--- config.mk ---
export PLATFORM = sky130hd
export DESIGN_NAME = matrix_multiply_transpose_modes
export DESIGN_NICKNAME = d
export VERILOG_FILES = /design/src/rtl/core/mmt_pkg.sv /design/src/rtl/core/mmt_cell.sv /design/src/rtl/core/mmt_seq.sv /design/src/rtl/core/matrix_multiply_transpose_modes.sv
export SDC_FILE = /design/constraint.sdc
export NUM_CORES = 2
export LEC_CHECK = 0
export ABC_AREA = 1
export ABC_CLOCK_PERIOD_IN_PS = 4900
export BUFFER_PORTS_ARGS = -buffer_cell sky130_fd_sc_hd__buf_2
export CAP_MARGIN = 10
export CORE_MARGIN = 4
export CORE_UTILIZATION = 45
export DETAILED_ROUTE_END_ITERATION = 8
export MAX_ROUTING_LAYER = met4
export PLACE_DENSITY = 0.73
export SKIP_CTS_REPAIR_TIMING = 1
export SLEW_MARGIN = 30
export SYNTH_ARGS = -nofsm -noshare
export SYNTH_HDL_FRONTEND = slang
export SYNTH_SLANG_ARGS = --single-unit
--- constraint.sdc ---
create_clock -name i_clk -period 4.9 [get_ports i_clk]
set_input_delay 0.735 -clock i_clk [delete_from_list [all_inputs] [get_ports i_clk]]
set_output_delay 0.735 -clock i_clk [all_outputs]
set_load 0.01 [all_outputs]
--- src/rtl/core/mmt_pkg.sv ---
// ----------------------------------------------------------------------------
// Matrix multiply package
// Shared widths, operation and mode codes, and the structs that travel
// from the top level and the sequencer into the multiply-accumulate cells.
// ----------------------------------------------------------------------------
package mmt_pkg;

    localparam int ELEM_W   = 8;
    localparam int IDX_BITS = 3;
    localparam int DIM_W    = 4;
    localparam int MODE_W   = 2;
    localparam int OP_W     = 2;
    localparam int CFG_IDX_W = 2;

    localparam logic [OP_W-1:0] OP_LOAD_LEFT  = 2'd0;
    localparam logic [OP_W-1:0] OP_LOAD_RIGHT = 2'd1;
    localparam logic [OP_W-1:0] OP_COMPUTE    = 2'd2;

    localparam logic [MODE_W-1:0] MODE_LEFT_TRANS  = 2'd1;
    localparam logic [MODE_W-1:0] MODE_RIGHT_TRANS = 2'd2;

    localparam logic [CFG_IDX_W-1:0] CFG_MODE  = 2'd0;
    localparam logic [CFG_IDX_W-1:0] CFG_ROWS  = 2'd1;
    localparam logic [CFG_IDX_W-1:0] CFG_INNER = 2'd2;
    localparam logic [CFG_IDX_W-1:0] CFG_COLS  = 2'd3;

    typedef enum logic [1:0] {
        ST_IDLE,
        ST_RUN,
        ST_DRAIN
    } t_seq_state;

    typedef struct packed {
        logic                valid;
        logic [IDX_BITS-1:0] row;
        logic [IDX_BITS-1:0] col;
        logic                last;
        logic [ELEM_W-1:0]   sum;
    } t_tok;

    typedef struct packed {
        logic                left_en;
        logic                right_en;
        logic [IDX_BITS-1:0] row;
        logic [IDX_BITS-1:0] col;
        logic [ELEM_W-1:0]   value;
    } t_wr;

    typedef struct packed {
        logic             a_trans;
        logic             b_trans;
        logic [DIM_W-1:0] inner;
    } t_cell_ctl;

endpackage

--- src/rtl/core/mmt_cell.sv ---
// ----------------------------------------------------------------------------
// Multiply-accumulate cell
// Holds row and column K of both matrices, multiplies the element pair for
// the passing product element and, if K < inner, adds it to its partial sum.
// ----------------------------------------------------------------------------
module mmt_cell #(
    parameter int MAX_DIM = 8,
    parameter int K       = 0
) (
    input  logic               i_clk,
    input  logic               i_rst_n,
    input  mmt_pkg::t_wr       i_wr,
    input  mmt_pkg::t_cell_ctl i_ctl,
    input  mmt_pkg::t_tok      i_tok,
    output mmt_pkg::t_tok      o_tok
);
    import mmt_pkg::*;

    localparam int IDX_W = (MAX_DIM > 1) ? $clog2(MAX_DIM) : 1;

    logic [ELEM_W-1:0] r_lcol [MAX_DIM];
    logic [ELEM_W-1:0] r_lrow [MAX_DIM];
    logic [ELEM_W-1:0] r_rrow [MAX_DIM];
    logic [ELEM_W-1:0] r_rcol [MAX_DIM];

    logic [ELEM_W-1:0] a_val;
    logic [ELEM_W-1:0] b_val;
    logic [ELEM_W-1:0] prod;
    logic              use_k;
    t_tok              n_tok;
    t_tok              r_tok;

    always_ff @(posedge i_clk) begin
        if (i_wr.left_en) begin
            if (i_wr.col == IDX_BITS'(K)) begin
                r_lcol[i_wr.row[IDX_W-1:0]] <= i_wr.value;
            end
            if (i_wr.row == IDX_BITS'(K)) begin
                r_lrow[i_wr.col[IDX_W-1:0]] <= i_wr.value;
            end
        end
        if (i_wr.right_en) begin
            if (i_wr.row == IDX_BITS'(K)) begin
                r_rrow[i_wr.col[IDX_W-1:0]] <= i_wr.value;
            end
            if (i_wr.col == IDX_BITS'(K)) begin
                r_rcol[i_wr.row[IDX_W-1:0]] <= i_wr.value;
            end
        end
    end

    always_comb begin
        a_val = i_ctl.a_trans ? r_lrow[i_tok.row[IDX_W-1:0]] : r_lcol[i_tok.row[IDX_W-1:0]];
        b_val = i_ctl.b_trans ? r_rcol[i_tok.col[IDX_W-1:0]] : r_rrow[i_tok.col[IDX_W-1:0]];
        prod  = a_val * b_val;
        use_k = DIM_W'(K) < i_ctl.inner;
        n_tok = i_tok;
        if (use_k) begin
            n_tok.sum = i_tok.sum + prod;
        end
    end

    always_ff @(posedge i_clk) begin
        if (!i_rst_n) begin
            r_tok.valid <= 1'b0;
        end else begin
            r_tok.valid <= n_tok.valid;
        end
        r_tok.row  <= n_tok.row;
        r_tok.col  <= n_tok.col;
        r_tok.last <= n_tok.last;
        r_tok.sum  <= n_tok.sum;
    end

    assign o_tok = r_tok;

endmodule

--- src/rtl/core/mmt_seq.sv ---
// ----------------------------------------------------------------------------
// Product element sequencer
// Walks the product in row-major order, issuing one element a cycle into
// the cell chain, then waits for the chain to drain.
// ----------------------------------------------------------------------------
module mmt_seq #(
    parameter int MAX_DIM = 8
) (
    input  logic                      i_clk,
    input  logic                      i_rst_n,
    input  logic                      i_go,
    input  logic [mmt_pkg::DIM_W-1:0] i_rows,
    input  logic [mmt_pkg::DIM_W-1:0] i_cols,
    output mmt_pkg::t_tok             o_tok,
    output logic                      o_busy
);
    import mmt_pkg::*;

    localparam int IDX_W = (MAX_DIM > 1) ? $clog2(MAX_DIM) : 1;

    t_seq_state          r_state;
    t_seq_state          n_state;
    logic [IDX_BITS-1:0] r_i;
    logic [IDX_BITS-1:0] n_i;
    logic [IDX_BITS-1:0] r_j;
    logic [IDX_BITS-1:0] n_j;
    logic [IDX_W-1:0]    r_drain;
    logic [IDX_W-1:0]    n_drain;
    logic                row_end;
    logic                col_end;

    assign row_end = (DIM_W'(r_i) + DIM_W'(1)) == i_rows;
    assign col_end = (DIM_W'(r_j) + DIM_W'(1)) == i_cols;

    always_comb begin
        n_state = r_state;
        n_i     = r_i;
        n_j     = r_j;
        n_drain = r_drain;
        unique case (r_state)
            ST_IDLE: begin
                if (i_go && (i_rows != '0) && (i_cols != '0)) begin
                    n_state = ST_RUN;
                    n_i     = '0;
                    n_j     = '0;
                end
            end
            ST_RUN: begin
                if (row_end && col_end) begin
                    n_state = ST_DRAIN;
                    n_drain = IDX_W'(MAX_DIM - 1);
                end else if (col_end) begin
                    n_j = '0;
                    n_i = r_i + IDX_BITS'(1);
                end else begin
                    n_j = r_j + IDX_BITS'(1);
                end
            end
            ST_DRAIN: begin
                if (r_drain == '0) begin
                    n_state = ST_IDLE;
                end else begin
                    n_drain = r_drain - IDX_W'(1);
                end
            end
            default: begin
                n_state = ST_IDLE;
            end
        endcase
    end

    always_comb begin
        o_tok.valid = (r_state == ST_RUN);
        o_tok.row   = r_i;
        o_tok.col   = r_j;
        o_tok.last  = row_end && col_end;
        o_tok.sum   = '0;
        o_busy      = (r_state != ST_IDLE);
    end

    always_ff @(posedge i_clk) begin
        if (!i_rst_n) begin
            r_state <= ST_IDLE;
            r_i     <= '0;
            r_j     <= '0;
            r_drain <= '0;
        end else begin
            r_state <= n_state;
            r_i     <= n_i;
            r_j     <= n_j;
            r_drain <= n_drain;
        end
    end

endmodule

--- src/rtl/core/matrix_multiply_transpose_modes.sv ---
// ----------------------------------------------------------------------------
// Integer matrix multiply with transpose modes
// Loads two signed 8-bit matrices element by element and streams their
// product, wrapped to 8 bits, in row-major order.
// ----------------------------------------------------------------------------
// A request is taken when start is high and busy is low. Load requests
// (left or right element) are written in that cycle and produce no result;
// busy stays low, so loads can be issued every cycle. A compute request
// with nonzero rows and cols raises busy on the next cycle, else it does
// nothing. Elements then enter a chain of MAX_DIM multiply-accumulate
// cells, one per cycle, and cell K adds one inner-sum term if K < inner.
// Results follow one per cycle; busy falls once the chain has drained.
// Each result is shown for one cycle with o_result_valid high and
// o_last_result marks the final element. The receiver cannot stall the
// block. Configuration must be written through i_cfg_we, i_cfg_index and
// i_cfg_data only while busy is low; the block does not enforce this.
// Reset returns the registers to mode 0 and all sizes 1 and clears the
// chain; the matrix stores are not cleared and must be loaded before use.
// ----------------------------------------------------------------------------
module matrix_multiply_transpose_modes #(
    parameter int MAX_DIM = 8
) (
    input  logic                                i_clk,
    input  logic                                i_rst_n,
    input  logic                                start,
    output logic                                busy,
    input  logic [mmt_pkg::OP_W-1:0]            i_operation,
    input  logic [mmt_pkg::IDX_BITS-1:0]        i_row_index,
    input  logic [mmt_pkg::IDX_BITS-1:0]        i_col_index,
    input  logic signed [mmt_pkg::ELEM_W-1:0]   i_elem_value,
    input  logic                                i_cfg_we,
    input  logic [mmt_pkg::CFG_IDX_W-1:0]       i_cfg_index,
    input  logic [mmt_pkg::DIM_W-1:0]           i_cfg_data,
    output logic                                o_result_valid,
    output logic [mmt_pkg::IDX_BITS-1:0]        o_out_row,
    output logic [mmt_pkg::IDX_BITS-1:0]        o_out_col,
    output logic signed [mmt_pkg::ELEM_W-1:0]   o_product_value,
    output logic                                o_last_result
);
    import mmt_pkg::*;

    logic [MODE_W-1:0] r_mode;
    logic [DIM_W-1:0]  r_rows;
    logic [DIM_W-1:0]  r_inner;
    logic [DIM_W-1:0]  r_cols;
    logic [DIM_W-1:0]  rows_c;
    logic [DIM_W-1:0]  inner_c;
    logic [DIM_W-1:0]  cols_c;
    logic              accept;
    logic              in_range;
    logic              go;
    t_wr               wr;
    t_cell_ctl         ctl;
    t_tok              tok [MAX_DIM+1];

    always_ff @(posedge i_clk) begin
        if (!i_rst_n) begin
            r_mode  <= '0;
            r_rows  <= DIM_W'(1);
            r_inner <= DIM_W'(1);
            r_cols  <= DIM_W'(1);
        end else if (i_cfg_we) begin
            unique case (i_cfg_index)
                CFG_MODE:  r_mode  <= i_cfg_data[MODE_W-1:0];
                CFG_ROWS:  r_rows  <= i_cfg_data;
                CFG_INNER: r_inner <= i_cfg_data;
                CFG_COLS:  r_cols  <= i_cfg_data;
            endcase
        end
    end

    assign rows_c  = (r_rows  > DIM_W'(MAX_DIM)) ? DIM_W'(MAX_DIM) : r_rows;
    assign inner_c = (r_inner > DIM_W'(MAX_DIM)) ? DIM_W'(MAX_DIM) : r_inner;
    assign cols_c  = (r_cols  > DIM_W'(MAX_DIM)) ? DIM_W'(MAX_DIM) : r_cols;

    assign accept   = start && !busy;
    assign in_range = (DIM_W'(i_row_index) < DIM_W'(MAX_DIM))
                   && (DIM_W'(i_col_index) < DIM_W'(MAX_DIM));
    assign go       = accept && (i_operation == OP_COMPUTE);

    always_comb begin
        wr.left_en  = accept && in_range && (i_operation == OP_LOAD_LEFT);
        wr.right_en = accept && in_range && (i_operation == OP_LOAD_RIGHT);
        wr.row      = i_row_index;
        wr.col      = i_col_index;
        wr.value    = i_elem_value;
        ctl.a_trans = (r_mode == MODE_LEFT_TRANS);
        ctl.b_trans = (r_mode == MODE_RIGHT_TRANS);
        ctl.inner   = inner_c;
    end

    mmt_seq #(
        .MAX_DIM (MAX_DIM)
    ) u_seq (
        .i_clk   (i_clk),
        .i_rst_n (i_rst_n),
        .i_go    (go),
        .i_rows  (rows_c),
        .i_cols  (cols_c),
        .o_tok   (tok[0]),
        .o_busy  (busy)
    );

    for (genvar g = 0; g < MAX_DIM; g++) begin : g_cell
        mmt_cell #(
            .MAX_DIM (MAX_DIM),
            .K       (g)
        ) u_cell (
            .i_clk   (i_clk),
            .i_rst_n (i_rst_n),
            .i_wr    (wr),
            .i_ctl   (ctl),
            .i_tok   (tok[g]),
            .o_tok   (tok[g+1])
        );
    end

    assign o_result_valid  = tok[MAX_DIM].valid;
    assign o_out_row       = tok[MAX_DIM].row;
    assign o_out_col       = tok[MAX_DIM].col;
    assign o_product_value = tok[MAX_DIM].sum;
    assign o_last_result   = tok[MAX_DIM].last;

endmodule

==> flow_summary.ini <==
[final_layout]
final_nets = 9453
layout_common_cells = edfxtp_1 (2048), nand2_1 (1400), inv_1 (1224)
final_core_util_pct = 53.0
layout-drive-gt1-share_pct = 13.5
syn_to_final_growth_pct = 16.8
final_area_um2 = 114000
final_common_cell = edfxtp_1

[route]
wl_per_cell_um = 20.9
drt_wl_total_um = 255000
vias_per_cell = 5.48
first_iter_violations = 7810
drt.antenna.violating_nets = 0
num_vias = 66700
drtPass1Iterations = 6
drcViolationCount = 0

[power_and_ir_drop]
p_total_mw = 66.7
switchingPower_mw = 23.7
power_frac_seq_pct = 32.2
p_per_area_nw_per_um2 = 585
netSwitchingFraction_pct = 35.6
clockPowerShare_pct = 26.0
p_leak_nw = 43.8
ir_drop_mv = 0.783
comb_power_share_pct = 41.8
intPower_mw = 43.0

[floorplanning]
num_rows = 170
ioPinCount = 43
die_area_um2 = 224000
initial_core_util_pct = 45.4
core_region_area_um2 = 215000
die_w_um = 474
die_h_um = 474

[yosys]
syn-num-nets = 9034
syn-cell-area_um2 = 97500
netlist-cell-type-count = 37
yosysSeqAreaShare_pct = 66.3
synthCells = 8727
syn_area_per_cell_um2 = 11.2
yosys_warnings = 0
ys_ff_latch = 2207

[timing]
worst_slack_ns = -0.183
worstMarginPinSlew_ns = 1.03
relSlewSlack_pct = 31.1
fmax_mhz = 197
grt_setup_unrepaired = yes
post-route-period-util_pct = 104
setup_viol = 3
clock_skew_ns = 0.0377
report.final.slew_viol_count = 0
hold_viol = 0
min_period_ns = 5.08

[placement]
dp_hpwl_um = 160000
dpl_cell_area_um2 = 104000
io_buffers = 42
place_congestion = 0.951

[clocking]
cts.sinks = 2207
cts_made_buffers = 216
cts_tree = done
path_clk_slew_ns = 0.06
insertion_delay_ns = 0.86
clockRootBuffer = clkbuf_16
cts_htree_levels = 4
max-clock-path-buffers = 3

[run]
maxCapViolations = 0

[critical_path]
timing.rr.start = g_cell[3].u_cell.o_tok[12]
startpoint = g_cell[3].u_cell.o_tok[12]
critPathMaxFanout = 15
critical_path.max_stage_delay_ns = 0.57
crit_required_ns = 5.66
crit_slowest_cell = fa_1
worstSetupEndpointType = flip-flop
arrival_ns = 5.84
crit_type = flip-flop to flip-flop
crit_top_cell = nand2_1
critPathLaunchType = flip-flop

[worst_hold_path]
min_path_type = input pin to flip-flop
min_from = i_cfg_index[1]

[global_routing]
grt_pass1_vias = 65000
grt_max_degree = 117
grt_usage_pct = 22.6
grt_remaining_overflow = 0
grt_pass1_wl_um = 381000
antenna_found_initial = 8

[outcome]
status = complete, but fails checks
violations = negative setup slack
## cell type report
| type | count | area, µm² |
|---|---|---|
| multi-input combinational | 4807 | 26900 |
| fill | 17500 | 101000 |
| inverter | 1270 | 4800 |
| timing repair inverter | 1 | 7.51 |
| clock buffer | 260 | 5690 |
| clock inverter | 152 | 1760 |
| timing repair buffer | 643 | 6410 |
| sequential | 2207 | 64800 |
| antenna | 2 | 5.00 |
| tap | 2838 | 3550 |
## metal layers
metal / track usage, % / wire (µm) / share of wire, %
met2: 36.5 / 124000 / 49
met4: 8.75 / 10500 / 4.1
met3: 3.29 / 20600 / 8.1
met1: 28.9 / 100000 / 39
met5: - / 0 / 0
## registers in the layout (all words and copies together), names as in the netlist, named ones only
| signal | cells |
|---|---|
| u_seq.r_state | 2 |
| r_rows | 4 |
| g_cell.u_cell.r_rcol | 512 |
| u_seq.r_j | 3 |
| g_cell.u_cell.o_tok | 128 |
| r_inner | 4 |
| u_seq.r_drain | 3 |
| r_mode | 2 |
| g_cell.u_cell.r_lrow | 512 |
| g_cell.u_cell.r_lcol | 512 |
| u_seq.r_i | 3 |
| r_cols | 4 |
| g_cell.u_cell.r_rrow | 512 |
## synth_stat cells (all sizes together)
cell type | number | area [µm²]
a21o | 1 | 7.51
nand3 | 782 | 3910
nor4 | 9 | 56.3
clkinv | 6 | 22.5
o22ai | 12 | 75.1
fa | 138 | 2760
and2 | 1 | 6.26
mux2i | 16 | 160
a211oi | 2 | 15.0
dfxtp | 159 | 3180
o21bai | 1 | 7.51
buf | 295 | 1600
xnor2 | 24 | 210
o221ai | 17 | 149
mux2 | 3 | 33.8
nand4 | 6 | 37.5
xor2 | 30 | 263
clkbuf | 148 | 556
ha | 143 | 1790
nor3 | 18 | 90.1
a21oi | 354 | 1770
o21ai | 665 | 3330
edfxtp | 2048 | 61500
nor2 | 685 | 2580
a31oi | 4 | 25.0
nand2 | 1493 | 5640
nand3b | 22 | 165
o211ai | 377 | 2830
inv | 1264 | 4740
or2 | 4 | 25.0
## stage by stage
step	cells	hold WS [ns]	setup WS, ns	TNS, ns
final	12200	0.250	-0.183	-0.522
after detailed placement	11700	0.319	-0.199	-0.822
after global placement	11700	0.319	-0.278	-0.605
after floorplan	8727	0.310	0.00265	0
after CTS	12100	0.200	-0.240	-1.20
after global routing	12200	0.236	-0.464	-1.73
## power by group through the flow
stage / sequential (mW) / combinational (mW) / clock [mW]
4_1_cts: 21.5 / 25.0 / 17.5
5_1_grt: 21.5 / 31.5 / 18.4
3_5_place_dp: 21.9 / 24.7 / 0
6_report: 21.5 / 27.8 / 17.3
2_1_floorplan: 21.6 / 16.8 / 0
3_3_place_gp: 21.9 / 23.9 / 0
## kinds of logic after synthesis
family | count (synthesis) | synth area share [%]
adder cells (fa/ha/maj) | 281 | 4.67
AND/OR/NAND/NOR | 3020 | 12.8
multiplexers | 19 | 0.199
XOR/XNOR | 54 | 0.485
buffers and inverters | 1713 | 7.10
AO/OA/AOI/OAI | 1433 | 8.42
flip-flops | 2207 | 66.3
## critical path: cells and delay by family, from the launching register on
| family | cells | cell delay (ns) |
|---|---|---|
| XOR/XNOR | 2 | 0.39 |
| AND/OR/NAND/NOR | 12 | 1.05 |
| buffers and inverters | 7 | 0.73 |
| flip-flops | 1 | 0.39 |
| adder cells (fa/ha/maj) | 5 | 2.10 |
| AO/OA/AOI/OAI | 2 | 0.33 |
## path summary, 6_finish.rpt
kind	endpoint	slack, ns	cells past startpoint
max	g_cell[4].u_cell.o_tok[7]	-0.18	28
min	r_rows[0]	0.25	3
max reg2reg	g_cell[4].u_cell.o_tok[7]	-0.18	28
min reg2reg	g_cell[7].u_cell.o_tok[8]	0.33	0
Power figures use the tool's default switching activity.
